`config.mk`:
```
export PLATFORM = sky130hd
export DESIGN_NAME = swtm_div
export DESIGN_NICKNAME = d
export VERILOG_FILES = /design/src/swtm_pkg.sv /design/src/swtm_div.sv
export SDC_FILE = /design/constraint.sdc
export NUM_CORES = 1
export LEC_CHECK = 0
export BUFFER_PORTS_ARGS = -buffer_cell sky130_fd_sc_hd__buf_2
export CAP_MARGIN = 20
export CELL_PAD_IN_SITES_DETAIL_PLACEMENT = 2
export CELL_PAD_IN_SITES_GLOBAL_PLACEMENT = 2
export CORE_UTILIZATION = 35
export DETAILED_ROUTE_END_ITERATION = 7
export GPL_ROUTABILITY_DRIVEN = 0
export MAX_ROUTING_LAYER = met4
export PLACE_DENSITY_LB_ADDON = 0.3
export SKIP_LAST_GASP = 1
export SLEW_MARGIN = 20
export SYNTH_ARGS = -nofsm -noshare
export SYNTH_HDL_FRONTEND = slang
export SYNTH_SLANG_ARGS = --single-unit
```
`constraint.sdc`:
```
create_clock -name clk -period 2.4 [get_ports clk]
set_input_delay 0.24 -clock clk [delete_from_list [all_inputs] [get_ports clk]]
set_output_delay 0.24 -clock clk [all_outputs]
set_load 0.01 [all_outputs]
```
`src/swtm_pkg.sv`:
```
package swtm_pkg;

    // Sizes of the window and of one sample
    localparam int WINDOW_MAX  = 64;
    localparam int SAMPLE_BITS = 16;
    localparam int SLOT_W      = $clog2(WINDOW_MAX);
    localparam int LEN_W       = 7;
    localparam int TRIM_W      = 5;
    localparam int CFG_W       = 7;
    localparam int IDX_W       = 2;
    localparam int MEAN_W      = 16;
    localparam int SUM_W       = SAMPLE_BITS + SLOT_W;
    localparam int CNT_W       = $clog2(SUM_W + 1);

    // Configuration register indexes
    localparam logic [IDX_W-1:0] REG_WINDOW_LEN = 2'd0;
    localparam logic [IDX_W-1:0] REG_TRIM_COUNT = 2'd1;

    typedef logic [SAMPLE_BITS-1:0] sample_t;

    // Broadcast control from the sequencer to every cell
    typedef struct packed {
        logic                 step;
        logic                 full;
        logic                 clear;
        logic                 load;
        logic                 shift;
        sample_t              old_val;
        sample_t              new_val;
        logic [TRIM_W-1:0]    lo;
        logic [LEN_W-1:0]     hi;
    } cell_ctrl_t;

    // What one cell shows to its neighbors
    typedef struct packed {
        sample_t val;
        logic    valid;
        logic    below_old;
        logic    le_new;
        logic    in_rest;
        sample_t drain;
    } cell_link_t;

endpackage

```
`src/swtm_div.sv`:
```
module swtm_div import swtm_pkg::*; (
    input  logic             clk,
    input  logic             rst_n,
    input  logic             start,
    input  logic [SUM_W-1:0] dividend,
    input  logic [LEN_W-1:0] divisor,
    output logic             done,
    output logic [SUM_W-1:0] quotient
);

    logic [SUM_W-1:0] quo_reg;
    logic [SUM_W-1:0] quo_next;
    logic [LEN_W-1:0] rem_reg;
    logic [LEN_W-1:0] rem_next;
    logic [LEN_W-1:0] div_reg;
    logic [LEN_W-1:0] div_next;
    logic [CNT_W-1:0] cnt_reg;
    logic [CNT_W-1:0] cnt_next;
    logic             busy_reg;
    logic             busy_next;
    logic             done_reg;
    logic             done_next;

    logic [LEN_W:0]   rem_sh;
    logic             fits;

    // One quotient bit per cycle, restoring
    assign rem_sh = {rem_reg, quo_reg[SUM_W-1]};
    assign fits   = rem_sh >= {1'b0, div_reg};

    always_comb
    begin
        quo_next  = quo_reg;
        rem_next  = rem_reg;
        div_next  = div_reg;
        cnt_next  = cnt_reg;
        busy_next = busy_reg;
        done_next = 1'b0;
        if (start)
        begin
            quo_next  = dividend;
            rem_next  = '0;
            div_next  = divisor;
            cnt_next  = CNT_W'(SUM_W);
            busy_next = 1'b1;
        end
        else if (busy_reg)
        begin
            rem_next = fits ? LEN_W'(rem_sh - {1'b0, div_reg}) : LEN_W'(rem_sh);
            quo_next = {quo_reg[SUM_W-2:0], fits};
            cnt_next = cnt_reg - 1'b1;
            if (cnt_reg == CNT_W'(1))
            begin
                busy_next = 1'b0;
                done_next = 1'b1;
            end
        end
    end

    always_ff @(posedge clk or negedge rst_n)
    begin
        if (!rst_n)
        begin
            busy_reg <= 1'b0;
            done_reg <= 1'b0;
            cnt_reg  <= '0;
        end
        else
        begin
            busy_reg <= busy_next;
            done_reg <= done_next;
            cnt_reg  <= cnt_next;
        end
    end

    always_ff @(posedge clk)
    begin
        quo_reg <= quo_next;
        rem_reg <= rem_next;
        div_reg <= div_next;
    end

    assign done     = done_reg;
    assign quotient = quo_reg;

endmodule

```
==> metrics.cfg <==
[power_and_ir_drop]
power_frac_clock_pct = 22.7
pwr-share-comb_pct = 37.2
power_leakage_nw = 1.17
power_density_mw_per_mm2 = 927
power.internal_mw = 1.67
ir_drop_mv = 0.347
p_sw_share_pct = 34.7
switching_power_mw = 0.887
power_frac_seq_pct = 40.1
p_total_mw = 2.56

[floorplan]
initial_core_util_pct = 36.2
io_pins = 55
dieArea_mm2 = 0.00690
die_h_um = 83.1
core_mm2 = 0.00635
die_w_um = 83.1
fp-row-count = 29

[timing]
finalCritPeriodShare_pct = 91.8
grt_setup_unrepaired = false
timing.fmax_mhz = 454
slew_headroom_pct = 62.7
tightest_slew_ns = 0.560
min_period_ns = 2.20
setup_viol = 0
fin_setup_tns_ns = 0
finalWorstSetupSlack_ns = 0.196
hold_viol_final = 0
clock-skew-final_ns = 0.00622
hold_slack_ns = 0.106
maxSlewViolCount = 0

[cells_and_area]
fillers = 689
area.growth.synth_to_final_pct = 19.9
multi_input_area_mm2 = 0.00100
final_area_mm2 = 0.00276
nets = 286
drive_gt1_share_pct = 39.2
diodes = 0
final_core_util_pct = 43.4
layoutNonFillerInstCount = 322
register_area_mm2 = 0.00119
largest_register_ffs = 22

[setup_path]
r2r_slack_ns = 0.20
crit_chain = inv_1 -> ha_1 -> fa_1 -> nand2b_1 -> a211o_1 -> and3_1 -> a311oi_2
reg2reg_depth = 7
r2r-start = quotient[21]$_DFFE_PP_
crit_type = flip-flop to flip-flop
critPathMaxFanout = 6
crit_arrival_ns = 2.43
regToRegEndpoint = rem_reg[2]$_SDFFE_PP0P_
crit_required_ns = 2.63
startpoint_type = flip-flop
endpoint_kind = flip-flop
slowest_stage = fa_1
cp_slowest_stage_delay_ns = 0.42

[detailed_routing]
drtAntennaViolNets = 0
first_pass_iters = 4
viasPerCell = 5.18
post-route-drc-count = 0
vias = 1667
post_drt_wl_per_cell_um = 18.5
drt-total-wl_mm = 5.95
initialDrtViolationCount = 33

[yosys]
synth_nets = 231
yosysTopAreaCell = edfxtp_1
synth_common_cells = 29 x edfxtp_1, 21 x mux2_2, 13 x inv_1, 12 x nor2_1, 9 x ha_1
ys_seq_elements = 43
synth_ff_type = edfxtp_1
synth.most_common_cell = edfxtp_1
synth-seq-area-share_pct = 51.6
synth.avg_cell_area_um2 = 12.2
async_flop_share_pct = 16.3
synth_edf_count = 29
synth_top_cell_area_share_pct = 37.9
postSynthCellCount = 189
synthTopCellsByArea = edfxtp_1 38%, mux2_2 10%, dfrtp_1 7.6%
synth.cell_area_mm2 = 0.00230
yosys_warnings = 0
synth.distinct_cells = 50

[clocking]
cts_resized = 0
clk_pin_slew_ns = 0.09
cts-hold-fix-buffers = 1
cts_buffers = 5
cts.path.max_buffers = 2
postCtsSetupBuffers = 0
cts_tree = done
h-tree-depth = 2
clock_latency_ns = 0.31
clockRootBuffer = clkbuf_8
cts_sinks = 43

[grt]
antenna_found_initial = 0
grt_pass1_wl_mm = 9.74
overflow = 0
grt_max_degree = 27
grt.total_usage_pct = 19.0
first_global_vias = 1889

[hold_path]
whs_endpoint = div_reg[3]$_DFFE_PP_
hold_start = divisor[3]
whs_path_depth = 1
min_path_type = input port to flip-flop

[placement]
dpl.hpwl_mm = 4.60
dp_slack_ns = 0.204
numPlacedInstances = 313
place_area_mm2 = 0.00264
io_buffers = 54

[job]
maxCapViolations = 0

[status]
status = finished clean

[placed cells by master, fill, tap and decap left out, drive strengths merged, types with 3 or more instances in the layout]
master	synthesis	final
ha	9	9
xnor2	5	5
edfxtp	29	29
a41oi	4	4
buf	5	58
clkbuf	6	5
nor3b	6	6
nor2	12	12
nand2	8	8
inv	13	13
nand2b	6	6
a311oi	3	3
dfxtp	7	7
nor2b	6	6
mux2	21	21
o21ai	6	6
or2	4	4
dfrtp	7	7
[final cells by class]
class / instances / area share (%)
multi-input combinational: 122 / 36.4
sequential: 43 / 43.0
tap: 77 / 3.49
timing repair buffer: 59 / 11.3
clock buffer: 5 / 2.50
inverter: 13 / 1.77
clock inverter: 3 / 1.59
[critical path, delay by kind of cell, from the launching register on]
family	cells	cell delay [ns]
flip-flops	1	0.35
buffers and inverters	1	0.07
adder cells (fa/ha/maj)	2	0.65
AND/OR/NAND/NOR	2	0.49
AO/OA/AOI/OAI	2	0.58
[power groups by stage]
stage	Combinational, mW	Sequential (mW)	Clock, mW
2_1_floorplan	0.694	1.03	0
3_3_place_gp	0.908	1.03	0
3_5_place_dp	0.956	1.04	0
4_1_cts	0.965	1.03	0.599
5_1_grt	1.05	1.04	0.619
6_report	0.951	1.03	0.579
[cells by family after synthesis]
kind of cell               share of synthesized area, %
and+or+nand+nor                                    12.0
DFF                                                51.6
AOI/OAI and AO/OA                                  12.8
buffers and inverters                              4.79
muxes                                              10.7
adders and majority gates                          5.77
xor gates and xnor gates                           2.29
[worst max path at each step]
stage                           start  cells after the start                 endpoint  slack (ns)
4_1_cts        quotient[21]$_DFFE_PP_                      7  rem_reg[2]$_SDFFE_PP0P_        0.18
3_5_place_dp   quotient[21]$_DFFE_PP_                      7  rem_reg[2]$_SDFFE_PP0P_        0.20
3_3_place_gp   quotient[21]$_DFFE_PP_                      7  rem_reg[0]$_SDFFE_PP0P_        0.32
5_1_grt        quotient[21]$_DFFE_PP_                      7  rem_reg[2]$_SDFFE_PP0P_        0.12
6_report       quotient[21]$_DFFE_PP_                      7  rem_reg[2]$_SDFFE_PP0P_        0.20
2_1_floorplan  quotient[21]$_DFFE_PP_                      9  rem_reg[0]$_SDFFE_PP0P_        0.18
[layer usage]
metal	up-vias	global-route usage, %	wire length (µm)
li1	799	-	-
met1	834	21.7	2460
met2	27	33.7	3260
met3	7	3.38	154
met4	0	6.11	75
met5	-	-	0
(Power assumes the default switching activity.)
