--- config.mk ---
export PLATFORM = sky130hd
export DESIGN_NAME = swtm_ram
export DESIGN_NICKNAME = d
export VERILOG_FILES = /design/src/swtm_ram.sv
export SDC_FILE = /design/constraint.sdc
export NUM_CORES = 1
export LEC_CHECK = 0
export ABC_CLOCK_PERIOD_IN_PS = 2100
export BUFFER_PORTS_ARGS = -buffer_cell sky130_fd_sc_hd__buf_2
export CORE_AREA = 5 5 251 375
export DETAILED_ROUTE_END_ITERATION = 6
export DIE_AREA = 0 0 256 380
export GPL_ROUTABILITY_DRIVEN = 0
export HOLD_SLACK_MARGIN = 0.1
export PLACE_DENSITY = 0.71
export SLEW_MARGIN = 20
export SYNTH_ARGS = -nofsm -noshare
export SYNTH_HDL_FRONTEND = slang
export SYNTH_SLANG_ARGS = --single-unit
--- constraint.sdc ---
create_clock -name clk -period 2.1 [get_ports clk]
set_input_delay 0.105 -clock clk [delete_from_list [all_inputs] [get_ports clk]]
set_output_delay 0.105 -clock clk [all_outputs]
set_load 0.05 [all_outputs]
--- src/swtm_ram.sv ---
module swtm_ram #(
    parameter int WIDTH = 16,
    parameter int DEPTH = 64
) (
    input  logic                     clk,
    input  logic                     we,
    input  logic [$clog2(DEPTH)-1:0] waddr,
    input  logic [WIDTH-1:0]         wdata,
    input  logic                     re,
    input  logic [$clog2(DEPTH)-1:0] raddr,
    output logic [WIDTH-1:0]         rdata
);

    logic [WIDTH-1:0] mem_reg [DEPTH];
    logic [WIDTH-1:0] rdata_reg;

    // Write port
    always_ff @(posedge clk)
    begin
        if (we)
        begin
            mem_reg[waddr] <= wdata;
        end
    end

    // Registered read port
    always_ff @(posedge clk)
    begin
        if (re)
        begin
            rdata_reg <= mem_reg[raddr];
        end
    end

    assign rdata = rdata_reg;

endmodule

==> impl_metrics.tcl, run 1 <==
set metrics [dict create \
    status "finished with violations" \
    violations "negative setup slack" \
    firstDrtPassIters 5 \
    rsz0062_at_grt "no" \
    die_h_um 380 \
    coreArea_mm2 0.0902 \
    grt_max_degree 65 \
    ys_warn_count 0 \
    gr-total-overflow 0 \
    die_w_um 256 \
    critPathMaxFanout 1 \
    vias_per_cell 5.86 \
    endpoint_kind "flip-flop" \
    wl_um 96800 \
    clock_sinks 1040 \
    async_reset_ff_frac 0 \
    die_area_mm2 0.0973 \
    maxSlewViolCount 0 \
    htreeDepth 3 \
    worst_path_max_delay_cell "mux4_2" \
    largest_reg_flops 1024 \
    synth_top_area_frac 0.777 \
    area_delta_synth_final_pct 16.1 \
    path_cells "mux4_2 > mux2_2 > nand2_1 > nand4_1 > and4_1" \
    syn_avg_cell_area_um2 22.0 \
    grt_pass1_vias 20700 \
    wl_per_cell_um 28.8 \
    clock_skew_ns 0.0304 \
    clk_latency_ns 0.67 \
    ys_seq_elements 1040 \
    netlist_top_cells_count "1040 x edfxtp_1, 220 x mux4_2, 85 x mux2i_1" \
    fin_nets 2160 \
    comb_power_share 0.062 \
    max_slew_margin 0.313 \
    synth.most_common_cell "edfxtp_1" \
    gr-usage-all-layers 0.197 \
    worst_pin_slew_ns 1.03 \
    start_util 0.446 \
    postRouteAntennaNets 0 \
    cts_max_path_buffers 3 \
    hold_class "in2reg" \
    synthesis.nets 1860 \
    portBuffers 46 \
    detailroute.via_count 19700 \
    fin_crit_sh 1.00 \
    maxCapViolCount 0 \
    rows 135 \
    internal_power_mw 32.6 \
    syn_inst 1829 \
    synth_edf_count 1040 \
    fin_hold_ws_ns 0.150 \
    antenna_found_initial 2 \
    slowest_delay_ns 0.53 \
    pwr-share-seq 0.557 \
    synth_ff_type "edfxtp_1" \
    p_clk_frac 0.381 \
    dpl.hpwl_um 63600 \
    netlist.top_cell.by_area "edfxtp_1" \
    setup_viol 1 \
    drtIter0Drc 1746 \
    grt_pass1_wl_um 141000 \
    finalInstanceArea_mm2 0.0467 \
    cp.required_ns 2.52 \
    io_pins 47 \
    synthTopCellsByArea "edfxtp_1 78%, mux4_2 12%, mux2i_1 2.1%" \
    clk_pin_slew_ns 0.07 \
    cts_buffers 86 \
    drive_gt1_frac 0.316 \
    dpl_cell_area_mm2 0.0437 \
    cp.arrival_ns 2.52 \
    final-hold-violation-count 0 \
    switching_share 0.211 \
    finalWorstSetupSlack_ns -0.00122 \
    power_leakage_nw 15.0 \
    cp-start-kind "flip-flop" \
    clk_root_buffer_cell "clkbuf_16" \
    power_switching_mw 8.75 \
    cts_tree "built" \
    post-place-ws_ns -0.389 \
    power_density_mw_per_mm2 887 \
    drc_errors 0 \
    ir_drop_mv 0.590 \
    critical_path_class "reg2reg" \
    syn_area_mm2 0.0402 \
    yosysSeqAreaShare 0.777 \
    max_freq_ghz 0.476 \
    netlist-cell-type-count 42 \
    fin_crit_ns 2.10 \
]
## worst max-delay path, delay by kind of cell (launching register included)
| kind | cells | cell delay, ns |
|---|---|---|
| mux | 2 | 0.83 |
| simple gates | 3 | 0.66 |
| flops | 1 | 0.37 |
## worst paths after layout
kind / startpoint / to / slack [ns] / cells past startpoint
worst min-delay path: wdata[7] / mem_reg[8][7] / 0.15 / 2
worst max-delay path: mem_reg[23][10] / rdata[10] / -0.001 / 5
worst max register to register: mem_reg[23][10] / rdata[10] / -0.001 / 5
worst min register to register: mem_reg[32][9] / rdata[9] / 1.03 / 3
## cell families (layout without fill, tap and decap cells)
family	after synthesis	in the layout	synth area share
flops	1040	1040	0.777
simple gates	220	220	0.0264
other cells	0	1	0
mux	336	336	0.155
buf+inv	104	471	0.0182
compound gates	129	129	0.0240
## cells in the final DEF, fill, tap and decap left out, types with 4 or more instances in the layout
master,netlist,layout
nand3_1,24,23
mux2_2,27,27
o21ai_0,5,5
a21oi_1,17,17
a31oi_2,0,4
a311oi_1,8,8
a22oi_1,39,38
a211o_1,8,8
clkinv_1,0,19
nor2b_1,30,30
mux2i_1,85,84
nand2_1,59,59
buf_4,13,206
buf_2,36,43
clkinvlp_4,0,7
dlygate4sd3_1,0,16
nand4_1,12,12
bufinv_16,0,7
a22o_1,6,6
mux4_2,220,220
buf_12,5,48
clkinv_2,0,22
a41oi_1,5,5
edfxtp_1,1040,1040
a221oi_1,16,16
clkbuf_16,0,89
clkbuf_1,24,7
a221o_1,6,6
nor2_1,72,72
mux4_1,4,4
and4_1,5,5
a211oi_1,8,8
## power groups by stage
stage	clock, mW	sequential, mW	combinational, mW
floorplan	0	23.6	1.19
detailed placement	0	23.5	2.52
finish	15.8	23.1	2.56
CTS	16.0	23.1	2.56
global route	16.8	23.1	2.68
global placement	0	23.5	2.45
## stage by stage
| step | util | total power [mW] | TNS [ns] | std cells |
|---|---|---|---|---|
| 2_1_floorplan | - | 24.8 | 0 | 1829 |
| 3_3_place_gp | 0.484 | 26.0 | -3.20 | 3188 |
| 3_5_place_dp | 0.484 | 26.0 | -3.67 | 3189 |
| 4_1_cts | 0.517 | 41.7 | 0 | 3360 |
| 5_1_grt | 0.517 | 42.6 | 0 | 3360 |
| 6_report | 0.517 | 41.4 | -0.00122 | 3361 |
## final cells by class
class	instances	area, um^2
Clock buffer	96	2250
Clock inverter	59	494
Multi-Input combinational cell	685	8320
Sequential cell	1040	31200
Antenna cell	1	2.50
Timing Repair Buffer	316	2920
Fill cell	6901	43500
Tap cell	1164	1460
## what timing repair did
| action | 4_1_cts | 5_1_grt |
|---|---|---|
| endpoints found under the setup margin | 6 | 5 |
| hold buffers | 16 | 0 |
| pin swaps | 1 | 3 |
| buffers inserted | 0 | 0 |
| endpoints found under the hold margin | 387 | 0 |
| resized for setup | 8 | 3 |
| cloned | 0 | 0 |
## metal layers
layer / up-vias / GRT usage / routed length (um)
li1: 8281 / - / -
met1: 10400 / 0.237 / 34500
met2: 859 / 0.354 / 51700
met3: 175 / 0.0335 / 6440
met4: 2 / 0.0813 / 4090
met5: - / 0 / 19
No activity file was read; power rests on OpenSTA's default activity.
==> run 2, diff against run 1 <==
--- a/config.mk
+++ b/config.mk
@@ -13,6 +13,7 @@
 export GPL_ROUTABILITY_DRIVEN = 0
 export HOLD_SLACK_MARGIN = 0.1
 export PLACE_DENSITY = 0.71
+export SETUP_SLACK_MARGIN = 0.05
 export SLEW_MARGIN = 20
 export SYNTH_ARGS = -nofsm -noshare
 export SYNTH_HDL_FRONTEND = slang
==> run 2 against run 1 <==
The run now ends clean. Count of clock-buffer cells in the layout did not move. Sequential cell count unchanged. Total power is essentially flat.
==> impl_metrics.tcl, run 2 (same netlist as run 1, synthesis figures left out) <==
set metrics [dict create \
    vias_per_cell 5.86 \
    final-instance-count-excl-fill 3361 \
    power_mw 41.4 \
    power_switching_mw 8.76 \
    hold_class "in2reg" \
    coreArea_mm2 0.0902 \
    gr-total-overflow 0 \
    portBuffers 46 \
    dpl_cell_area_mm2 0.0437 \
    ff_latch_area_mm2 0.0312 \
    wl_um 96900 \
    cts_max_path_buffers 3 \
    die_h_um 380 \
    rows 135 \
    power_density_mw_per_mm2 886 \
    htreeDepth 3 \
    ir_drop_mv 0.593 \
    comb_power_share 0.062 \
    rsz0062_at_grt "yes" \
    drtIter0Drc 1658 \
    max_slew_margin 0.312 \
    wl_met3_um 6510 \
    start_util 0.446 \
    clock_sinks 1040 \
    multiInputGateArea_mm2 0.00838 \
    met2WireLength_um 51700 \
    postRouteAntennaNets 0 \
    gr-usage-all-layers 0.197 \
    clk_pin_slew_ns 0.07 \
    clk_latency_ns 0.67 \
    grt_pass1_wl_um 141000 \
    postCtsSetupBuffers 0 \
    final-hold-violation-count 0 \
    wl_met1_um 34400 \
    power_leakage_nw 15.0 \
    max_freq_ghz 0.483 \
    die_w_um 256 \
    cp.arrival_ns 2.49 \
    mostFrequentLayoutCells "1040 x edfxtp_1, 220 x mux4_2, 206 x buf_4, 89 x clkbuf_16, 81 x mux2i_1" \
    io_pins 47 \
    drive_gt1_frac 0.320 \
    top_layer_used "met5" \
    drc_errors 0 \
    final_common_cell "edfxtp_1" \
    fin_crit_sh 0.987 \
    switching_share 0.212 \
    p_clk_frac 0.381 \
    critical_path_class "reg2reg" \
    pwr-share-seq 0.557 \
    nFillCells 6886 \
    rr_worst_depth 5 \
    die_area_mm2 0.0973 \
    grt_max_degree 65 \
    largest_reg_flops 1024 \
    critPathMaxFanout 1 \
    finalInstanceArea_mm2 0.0467 \
    internal_power_mw 32.6 \
    status "completed" \
    area_delta_synth_final_pct 16.3 \
    cp-start-kind "flip-flop" \
    cp.required_ns 2.52 \
    maxSlewViolCount 0 \
    cts_tree "built" \
    dpl.hpwl_um 63600 \
    endpoint_kind "flip-flop" \
    clock_skew_ns 0.0337 \
    fin_crit_ns 2.07 \
    cts_buffers 86 \
    clk_root_buffer_cell "clkbuf_16" \
    numPlacedInstances 3189 \
    detailroute.via_count 19700 \
    hold-path-cell-count 2 \
    grt_pass1_vias 20700 \
    firstDrtPassIters 5 \
    wl_per_cell_um 28.8 \
    setup_viol 0 \
    worst_pin_slew_ns 1.03 \
    maxCapViolCount 0 \
    fin_nets 2160 \
    antenna_found_initial 1 \
]
run 2: cell counts in the layout (fill, tap and decap cells not counted):
Identical to the previous run, type by type.
run 2: power groups by stage:
stage / registers, mW / logic (mW) / clock network (mW)
5_1_grt: 23.1 / 2.70 / 16.8
3_3_place_gp: 23.5 / 2.45 / 0
3_5_place_dp: 23.5 / 2.52 / 0
2_1_floorplan: 23.6 / 1.19 / 0
6_report: 23.1 / 2.57 / 15.8
4_1_cts: 23.1 / 2.57 / 16.0
run 2: through the flow:
stage	setup slack (ns)	util	hold WS, ns	setup TNS (ns)
final	0.0279	0.518	0.143	0
after global routing	0.00575	0.518	0.154	0
after CTS	0.0519	0.517	0.118	0
after detailed placement	-0.389	0.484	0.624	-3.67
after global placement	-0.358	0.484	0.613	-3.20
after floorplan	0.0372	-	0.204	0
run 2: final cells by class:
type                            count  share of cell area
Sequential cell                  1040               0.668
Clock buffer                       96              0.0482
Multi-Input combinational cell    685               0.179
Antenna cell                        1           0.0000535
Tap cell                         1164              0.0312
Timing Repair Buffer              316              0.0625
Clock inverter                     59              0.0106
run 2: layer usage:
metal / vias up / global-route usage
met5: - / 0
met4: 2 / 0.0808
met3: 180 / 0.0342
met2: 863 / 0.354
met1: 10400 / 0.236
li1: 8283 / -
run 2: path summary, 6_finish.rpt:
path | start | slack, ns | end
hold reg to reg | mem_reg[8][8] | 1.02 | rdata[8]
hold / removal | wdata[7] | 0.14 | mem_reg[8][7]
setup / recovery | mem_reg[23][10] | 0.03 | rdata[10]
setup reg to reg | mem_reg[23][10] | 0.03 | rdata[10]
run 2: critical path, cell delays in order (launching register included):
cell,delay (ns)
edfxtp_1,0.37
mux4_2,0.53
mux2_2,0.29
nand2_1,0.07
nand4_1,0.26
and4_1,0.31
run 2: what timing repair did:
action / CTS / global route
endpoints found under the hold margin: 387 / 0
pin swaps: 3 / 6
endpoints found under the setup margin: 7 / 9
gates resized for setup: 11 / 10
hold buffers: 16 / 0
