### config.mk
export PLATFORM = sky130hd
export DESIGN_NAME = swtm_cell
export DESIGN_NICKNAME = d
export VERILOG_FILES = /design/src/swtm_pkg.sv /design/src/swtm_cell.sv
export SDC_FILE = /design/constraint.sdc
export NUM_CORES = 1
export LEC_CHECK = 0
export BUFFER_PORTS_ARGS = -buffer_cell sky130_fd_sc_hd__buf_4
export CAP_MARGIN = 10
export CELL_PAD_IN_SITES_DETAIL_PLACEMENT = 2
export CELL_PAD_IN_SITES_GLOBAL_PLACEMENT = 2
export CORE_UTILIZATION = 22
export DETAILED_ROUTE_END_ITERATION = 10
export GPL_TIMING_DRIVEN = 0
export PLACE_DENSITY_LB_ADDON = 0.1
export SETUP_SLACK_MARGIN = 0.15
export SLEW_MARGIN = 10
export SYNTH_ARGS = -nofsm -noshare
export SYNTH_HDL_FRONTEND = slang
export SYNTH_SLANG_ARGS = --single-unit
export TNS_END_PERCENT = 100
### constraint.sdc
create_clock -name clk -period 2.9 [get_ports clk]
set_clock_uncertainty 0.2 [all_clocks]
set_input_delay 0.58 -clock clk [delete_from_list [all_inputs] [get_ports clk]]
set_output_delay 0.58 -clock clk [all_outputs]
set_load 0.02 [all_outputs]
### src/swtm_pkg.sv
package swtm_pkg;

    // Sizes of the window and of one sample
    localparam int WINDOW_MAX  = 64;
    localparam int SAMPLE_BITS = 16;
    localparam int SLOT_W      = $clog2(WINDOW_MAX);
    localparam int LEN_W       = 7;
    localparam int TRIM_W      = 5;
    localparam int CFG_W       = 7;
    localparam int IDX_W       = 2;
    localparam int MEAN_W      = 16;
    localparam int SUM_W       = SAMPLE_BITS + SLOT_W;
    localparam int CNT_W       = $clog2(SUM_W + 1);

    // Configuration register indexes
    localparam logic [IDX_W-1:0] REG_WINDOW_LEN = 2'd0;
    localparam logic [IDX_W-1:0] REG_TRIM_COUNT = 2'd1;

    typedef logic [SAMPLE_BITS-1:0] sample_t;

    // Broadcast control from the sequencer to every cell
    typedef struct packed {
        logic                 step;
        logic                 full;
        logic                 clear;
        logic                 load;
        logic                 shift;
        sample_t              old_val;
        sample_t              new_val;
        logic [TRIM_W-1:0]    lo;
        logic [LEN_W-1:0]     hi;
    } cell_ctrl_t;

    // What one cell shows to its neighbors
    typedef struct packed {
        sample_t val;
        logic    valid;
        logic    below_old;
        logic    le_new;
        logic    in_rest;
        sample_t drain;
    } cell_link_t;

endpackage

### src/swtm_cell.sv
module swtm_cell import swtm_pkg::*; (
    input  logic              clk,
    input  logic              rst_n,
    input  cell_ctrl_t        ctrl,
    input  logic [SLOT_W-1:0] idx,
    input  cell_link_t        left,
    input  cell_link_t        right,
    output cell_link_t        link
);

    sample_t val_reg;
    sample_t val_next;
    logic    valid_reg;
    logic    valid_next;
    sample_t drain_reg;
    sample_t drain_next;

    logic    below_old;
    logic    le_new;
    logic    in_rest;
    logic    at_new;
    logic    in_middle;

    // Local compares against the leaving and the arriving sample
    assign below_old = valid_reg && (!ctrl.full || (val_reg < ctrl.old_val));
    assign le_new    = valid_reg && (val_reg <= ctrl.new_val);

    // Slot still holds a kept sample that sorts at or below the new one
    assign in_rest   = below_old ? le_new : right.le_new;
    assign at_new    = !in_rest && left.in_rest;

    assign in_middle = (idx >= SLOT_W'(ctrl.lo)) && (LEN_W'(idx) < ctrl.hi);

    // Pick own, right or left value, or take the new sample
    always_comb
    begin
        val_next = val_reg;
        if (ctrl.step)
        begin
            if (in_rest)
            begin
                val_next = below_old ? val_reg : right.val;
            end
            else if (at_new)
            begin
                val_next = ctrl.new_val;
            end
            else
            begin
                val_next = left.below_old ? left.val : val_reg;
            end
        end
    end

    // Grow the occupied prefix by one while the window fills; clear empties it
    always_comb
    begin
        valid_next = valid_reg;
        if (ctrl.clear)
        begin
            valid_next = 1'b0;
        end
        else if (ctrl.step && !ctrl.full)
        begin
            valid_next = valid_reg | left.valid;
        end
    end

    // Load the middle part, then shift it toward cell zero
    always_comb
    begin
        drain_next = drain_reg;
        if (ctrl.load)
        begin
            drain_next = in_middle ? val_reg : '0;
        end
        else if (ctrl.shift)
        begin
            drain_next = right.drain;
        end
    end

    always_ff @(posedge clk or negedge rst_n)
    begin
        if (!rst_n)
        begin
            valid_reg <= 1'b0;
        end
        else
        begin
            valid_reg <= valid_next;
        end
    end

    always_ff @(posedge clk)
    begin
        val_reg   <= val_next;
        drain_reg <= drain_next;
    end

    assign link.val       = val_reg;
    assign link.valid     = valid_reg;
    assign link.below_old = below_old;
    assign link.le_new    = le_new;
    assign link.in_rest   = in_rest;
    assign link.drain     = drain_reg;

endmodule

==> impl_metrics.json, run 1 <==
{
  "drtPass1Iterations": 4,
  "cts_tree": "yes",
  "ios": 165,
  "rsz0062_at_grt": "yes",
  "vias_per_cell": 4.347,
  "power_density_nw_per_um2": 403.5,
  "p_leak_nw": 2.412,
  "dp_hpwl_um": 8176,
  "gp_congestion": 0.7428,
  "cap_viol_max_count": 0,
  "antenna_found_initial": 0,
  "antenna_left": 0,
  "die_h_um": 115.3,
  "nets": 644,
  "clock_sinks": 33,
  "whs_ns": 0.2437,
  "drcViolationCount": 0,
  "overflow": 0,
  "cp_top_family": "simple AND/OR/NAND/NOR gates",
  "critPathMaxFanout": 3,
  "cp-start-kind": "flip-flop",
  "grt.total_usage_pct": 15.57,
  "insertion_delay_ns": 0.28,
  "yosysSeqAreaShare_pct": 34.88,
  "min_period_ns": 3.264,
  "cts_made_buffers": 5,
  "grt_max_degree": 17,
  "syn_avg_cell_area_um2": 9.952,
  "grt_pass1_wl_um": 15610,
  "hp-class": "primary input to flip-flop",
  "drt_wl_total_um": 10220,
  "die_area_um2": 13300,
  "place_area_um2": 4274,
  "cts.clk_slew.worst_paths_ns": 0.06,
  "yosys.area.top_type": "edfxtp_1",
  "hold_viol": 0,
  "vias": 2808,
  "antenna_cells": 0,
  "start_util_pct": 22.49,
  "synth_nets": 454,
  "cp_num_buf_inv": 3,
  "postSynthCellCount": 284,
  "synth_area_um2": 2826,
  "clk_path_buf_depth": 2,
  "setup_viol": 28,
  "drt_iter0_drc": 47,
  "ys_async_sr_fraction_pct": 3.030,
  "path_class": "flip-flop to output port",
  "timing.final.ws_setup_ns": -0.3635,
  "relSlewSlack_pct": 56.26,
  "io_buffers": 142,
  "synth_area_leaders": "edfxtp_1 (34%), ha_1 (18%), mux2_2 (9.2%)",
  "required_ns": 2.12,
  "synth_enable_flop_cells": 32,
  "ys_ff_latch": 33,
  "final_cells": 646,
  "drive_above_1_share_pct": 54.85,
  "core_area_um2": 12570,
  "htreeDepth": 2,
  "violations": "negative setup slack",
  "fin_crit_sh_pct": 112.5,
  "grt_pass1_vias": 3101,
  "timing.critical_path.mode_cell": "buf_6",
  "cpMaxStageDelayCell": "edfxtp_1",
  "critical_path.cell_chain": "ha_4 > nand4_1 > nor4_4 > a21bo_2 > a31oi_4 > mux2i_4 > buf_12 > buf_6 > buf_6",
  "cts_root_buf": "clkbuf_16",
  "fmax_mhz": 306.4,
  "end_kind": "output port",
  "dp.cells": 598,
  "status": "complete, but fails checks",
  "slowest_delay_ns": 0.43,
  "row_count": 41,
  "slew_viol_final": 0,
  "ys_warn_count": 0,
  "fin_tns_setup_ns": -2.832,
  "synth.top_cell.area_share_pct": 34.00,
  "worstPathArrival_ns": 2.48,
  "yosys_most_used_dff": "edfxtp_1",
  "die_w_um": 115.3,
  "areaGrowthSynthToFinish_pct": 71.36,
  "synth.distinct_cells": 39,
  "ff2ff_setup_slack_ns": -0.12,
  "worst_slew_pin_slew_ns": 0.6561,
  "finalInstanceArea_um2": 4843,
  "avgRoutedWirePerCell_um": 15.82,
  "peakVddDrop_mv": 0.2320
}
-- Yosys cell counts, types with 2 or more instances --
master / count
nor3_1: 2
mux2_2: 23
ha_1: 41
nand2_1: 26
nand2b_1: 4
o22ai_1: 17
edfxtp_1: 32
inv_1: 62
o21ai_0: 10
nand3_1: 2
mux2_4: 9
nand4_1: 2
clkbuf_1: 6
a21o_1: 3
a221oi_1: 2
and2b_1: 2
a21oi_1: 13
nor2_1: 4
buf_4: 4
-- per-layer routing --
metal	wire, um	GRT usage [%]	vias to the layer above
li1	-	-	1365
met1	4074	17.71	1356
met2	5449	29.82	83
met3	625	3.110	4
met4	72	3.030	0
met5	0	0	-
-- kinds of logic after synthesis --
group,share of synthesized area [%]
buffers and inverters,10.80
AO/OA/AOI/OAI,12.40
AND/OR/NAND/NOR,9.030
adder cells (fa/ha/maj),18.15
multiplexers,14.74
flip-flops,34.88
-- final cells by class --
class,instances,area (um2)
Buffer,12,85.08
Clock buffer,6,128.9
Clock inverter,1,3.754
Fill cell,1379,7725
Inverter,62,240.2
Multi-Input combinational cell,177,1717
Sequential cell,33,985.9
Tap cell,172,215.2
Timing Repair Buffer,183,1468
-- worst register-to-register path, stage by stage, from the launching register on --
cell,delay [ns]
edfxtp_1,0.43
ha_4,0.29
nand4_1,0.18
nor4_4,0.34
a21bo_2,0.28
a31oi_4,0.19
mux2i_4,0.12
buf_12,0.14
buf_4,0.13
buf_12,0.14
mux2_4,0.30
-- report_power, final --
group | internal [mW] | switching [mW]
sequential | 0.594 | 0.0401
clock | 0.310 | 0.190
combinational | 0.450 | 0.369
-- metrics by stage --
stage	worst slack (ns)	total power, mW	utilization (%)
after global routing	-0.4848	2.073	38.54
after floorplan	-0.02032	1.023	-
final	-0.3635	1.954	38.54
after global placement	-0.6221	1.317	34.01
after CTS	-0.4402	1.950	37.58
after detailed placement	-0.6836	1.340	34.01
-- cell usage in the layout, fill, tap and decap left out, types with 2 or more instances in the layout --
master / Yosys / layout
buf_4: 4 / 171
inv_1: 62 / 52
edfxtp_1: 32 / 32
ha_1: 41 / 31
nand2_1: 26 / 25
mux2_2: 23 / 23
o22ai_1: 17 / 16
a21oi_1: 13 / 12
buf_6: 0 / 11
ha_4: 0 / 10
mux2_4: 9 / 9
inv_2: 0 / 8
o21ai_0: 10 / 7
clkbuf_1: 6 / 7
clkbuf_16: 0 / 5
nor2_1: 4 / 4
nand2b_1: 4 / 4
buf_12: 0 / 4
o21ai_1: 0 / 3
a21o_1: 3 / 3
nand3_1: 2 / 2
nand4_1: 2 / 2
a221oi_2: 0 / 2
and2b_1: 2 / 2
nor3_1: 2 / 2
-- timing repair --
action / 4_1_cts / 5_1_grt
endpoints found under the setup margin: 45 / 35
setup buffers: 30 / 9
hold buffers: 1 / 0
pin swaps: 8 / 8
gates resized for setup: 7 / 15
hold endpoints to repair: 1 / 0
cloned: 1 / 0
-- final timing paths --
kind	depth (start not counted)	endpoint	start
min in group asynchronous	2	valid_reg	rst_n
max reg2reg	10	val_reg[6]	val_reg[11]
min reg2reg	2	valid_reg	valid_reg
max in group asynchronous	2	valid_reg	rst_n
min	2	valid_reg	ctrl[46]
max	9	link[16]	val_reg[11]
(Power assumes the default switching activity.)
==> inputs of run 2 (changes only) <==
Settings changed: REMOVE_ABC_BUFFERS from default to 1, SKIP_CTS_REPAIR_TIMING from default to 1.
==> impl_metrics.json, run 2 (synthesis results as in run 1) <==
{
  "p_sw_share_pct": 31.52,
  "die_area_um2": 13300,
  "gp_congestion": 0.6369,
  "holdPathStages": 2,
  "timing.final.ws_setup_ns": -0.2955,
  "areaGrowthSynthToFinish_pct": 57.46,
  "cap_viol_max_count": 0,
  "start_util_pct": 22.49,
  "fin_tns_setup_ns": -0.9284,
  "vias_per_cell": 4.338,
  "cts.clk_slew.worst_paths_ns": 0.06,
  "io_buffers": 144,
  "cts_tree": "yes",
  "nets": 613,
  "dp_hpwl_um": 7555,
  "p_seq_share_pct": 34.1,
  "min_to": "valid_reg",
  "critical_path.cell_chain": "buf_4 > ha_1 > nand2_1 > nor3_2 > a32oi_1 > a22o_4 > mux2i_4 > buf_4",
  "core_area_um2": 12570,
  "required_ns": 2.12,
  "r2r_cells": 10,
  "worst_slew_pin_slew_ns": 0.4610,
  "power_density_nw_per_um2": 419.3,
  "cpMaxStageDelayCell": "edfxtp_1",
  "worstReg2RegStart": "val_reg[9]",
  "cts_root_buf": "clkbuf_16",
  "finalInstanceArea_um2": 4451,
  "end_kind": "output port",
  "fin_crit_sh_pct": 110.2,
  "grt_max_degree": 34,
  "relSlewSlack_pct": 69.27,
  "p_leak_nw": 2.261,
  "rsz0062_at_grt": "yes",
  "layout_commonest_cell": "buf_4",
  "antenna_cells": 0,
  "drcViolationCount": 0,
  "hp-class": "primary input to flip-flop",
  "clk_path_buf_depth": 2,
  "hp-start": "ctrl[46]",
  "overflow": 0,
  "p_comb_share_pct": 37.2,
  "grt.total_usage_pct": 14.14,
  "final_cell_mix": "buf_4 (157), inv_1 (62), ha_1 (39)",
  "grt_pass1_vias": 2796,
  "avgRoutedWirePerCell_um": 15.31,
  "p_sw_mw": 0.5881,
  "pre_cts_slack_ns": -0.9379,
  "htreeDepth": 2,
  "drt_wl_total_um": 9432,
  "ff2ff_setup_slack_ns": -0.11,
  "slowest_delay_ns": 0.44,
  "die_w_um": 115.3,
  "worstSetupStartpoint": "val_reg[9]",
  "n_fill_cell": 1418,
  "cts_made_buffers": 5,
  "grt_pass1_wl_um": 13960,
  "drt_iter0_drc": 43,
  "antenna_found_initial": 0,
  "drtPass1Iterations": 6,
  "worstPathArrival_ns": 2.42,
  "fmax_mhz": 312.9,
  "violations": "negative setup slack",
  "path_class": "flip-flop to output port",
  "status": "complete, but fails checks",
  "setup_viol": 13,
  "rr_endpoint": "val_reg[9]",
  "antenna_left": 0,
  "timing.critical_path.mode_cell": "buf_4",
  "row_count": 41,
  "min_period_ns": 3.196,
  "insertion_delay_ns": 0.28,
  "clock_sinks": 33,
  "slew_viol_final": 0,
  "cp-start-kind": "flip-flop",
  "die_h_um": 115.3,
  "drive_above_1_share_pct": 48.87,
  "pwr-share-clk_pct": 28.7,
  "hold_viol": 0,
  "ios": 165,
  "place_area_um2": 4071,
  "vias": 2672,
  "critPathMaxFanout": 6,
  "peakVddDrop_mv": 0.1800,
  "intPower_mw": 1.278
}
[run 2: cell types whose count changed in the layout (fill, tap and decap cells not counted), sizes merged]
cell / previous run / this run
clkbuf: 12 / 5
clkinvlp: 0 / 1
buf: 188 / 163
clkinv: 1 / 2
[run 2: layout make-up]
type / count / area, um2 / area share [%]
Multi-Input combinational cell: 177 / 1597 / 35.87
Timing Repair Buffer: 164 / 1277 / 28.70
Sequential cell: 33 / 985.9 / 22.15
Inverter: 62 / 232.7 / 5.229
Tap cell: 172 / 215.2 / 4.836
Clock buffer: 5 / 125.1 / 2.811
Clock inverter: 3 / 17.52 / 0.3936
[run 2: routing by layer]
metal | GRT usage, % | vias up | share of wire (%)
li1 | - | 1306 | -
met1 | 16.39 | 1282 | 41
met2 | 26.07 | 77 | 52
met3 | 3.110 | 7 | 5.7
met4 | 3.636 | 0 | 1.0
met5 | 0 | - | 0
[run 2: per-stage QoR]
step | hold WS (ns) | utilization [%] | cells | total power, mW
final | 0.2384 | 35.41 | 616 | 1.866
after global routing | 0.2371 | 35.41 | 616 | 1.982
after CTS | -0.1494 | 33.53 | 597 | 1.838
after detailed placement | 0.1573 | 32.39 | 589 | 1.286
after global placement | 0.1560 | 32.23 | 588 | 1.262
after floorplan | 0.08441 | - | 272 | 0.9671
[run 2: worst max-delay path, delay by kind of cell (launching register included)]
family / cells / cell delay, ns
and+or+nand+nor: 2 / 0.31
muxes: 1 / 0.28
DFF: 1 / 0.44
AOI/OAI and AO/OA: 2 / 0.42
adders and majority gates: 1 / 0.29
buffers and inverters: 2 / 0.38
[run 2: worst max-delay path by stage]
| stage | slack [ns] | depth (start not counted) | endpoint |
|---|---|---|---|
| 3_5_place_dp | -0.94 | 9 | link[16] |
| 5_1_grt | -0.43 | 7 | link[17] |
| 3_3_place_gp | -1.50 | 9 | val_reg[7] |
| 2_1_floorplan | -0.49 | 8 | val_reg[0] |
| 4_1_cts | -1.02 | 7 | link[16] |
| 6_report | -0.30 | 8 | link[16] |
[run 2: power groups by stage]
stage	clock network [mW]	registers [mW]	logic (mW)
floorplan	0	0.702	0.265
global placement	0	0.653	0.610
detailed placement	0	0.654	0.632
CTS	0.557	0.645	0.636
global route	0.569	0.642	0.771
finish	0.535	0.636	0.695
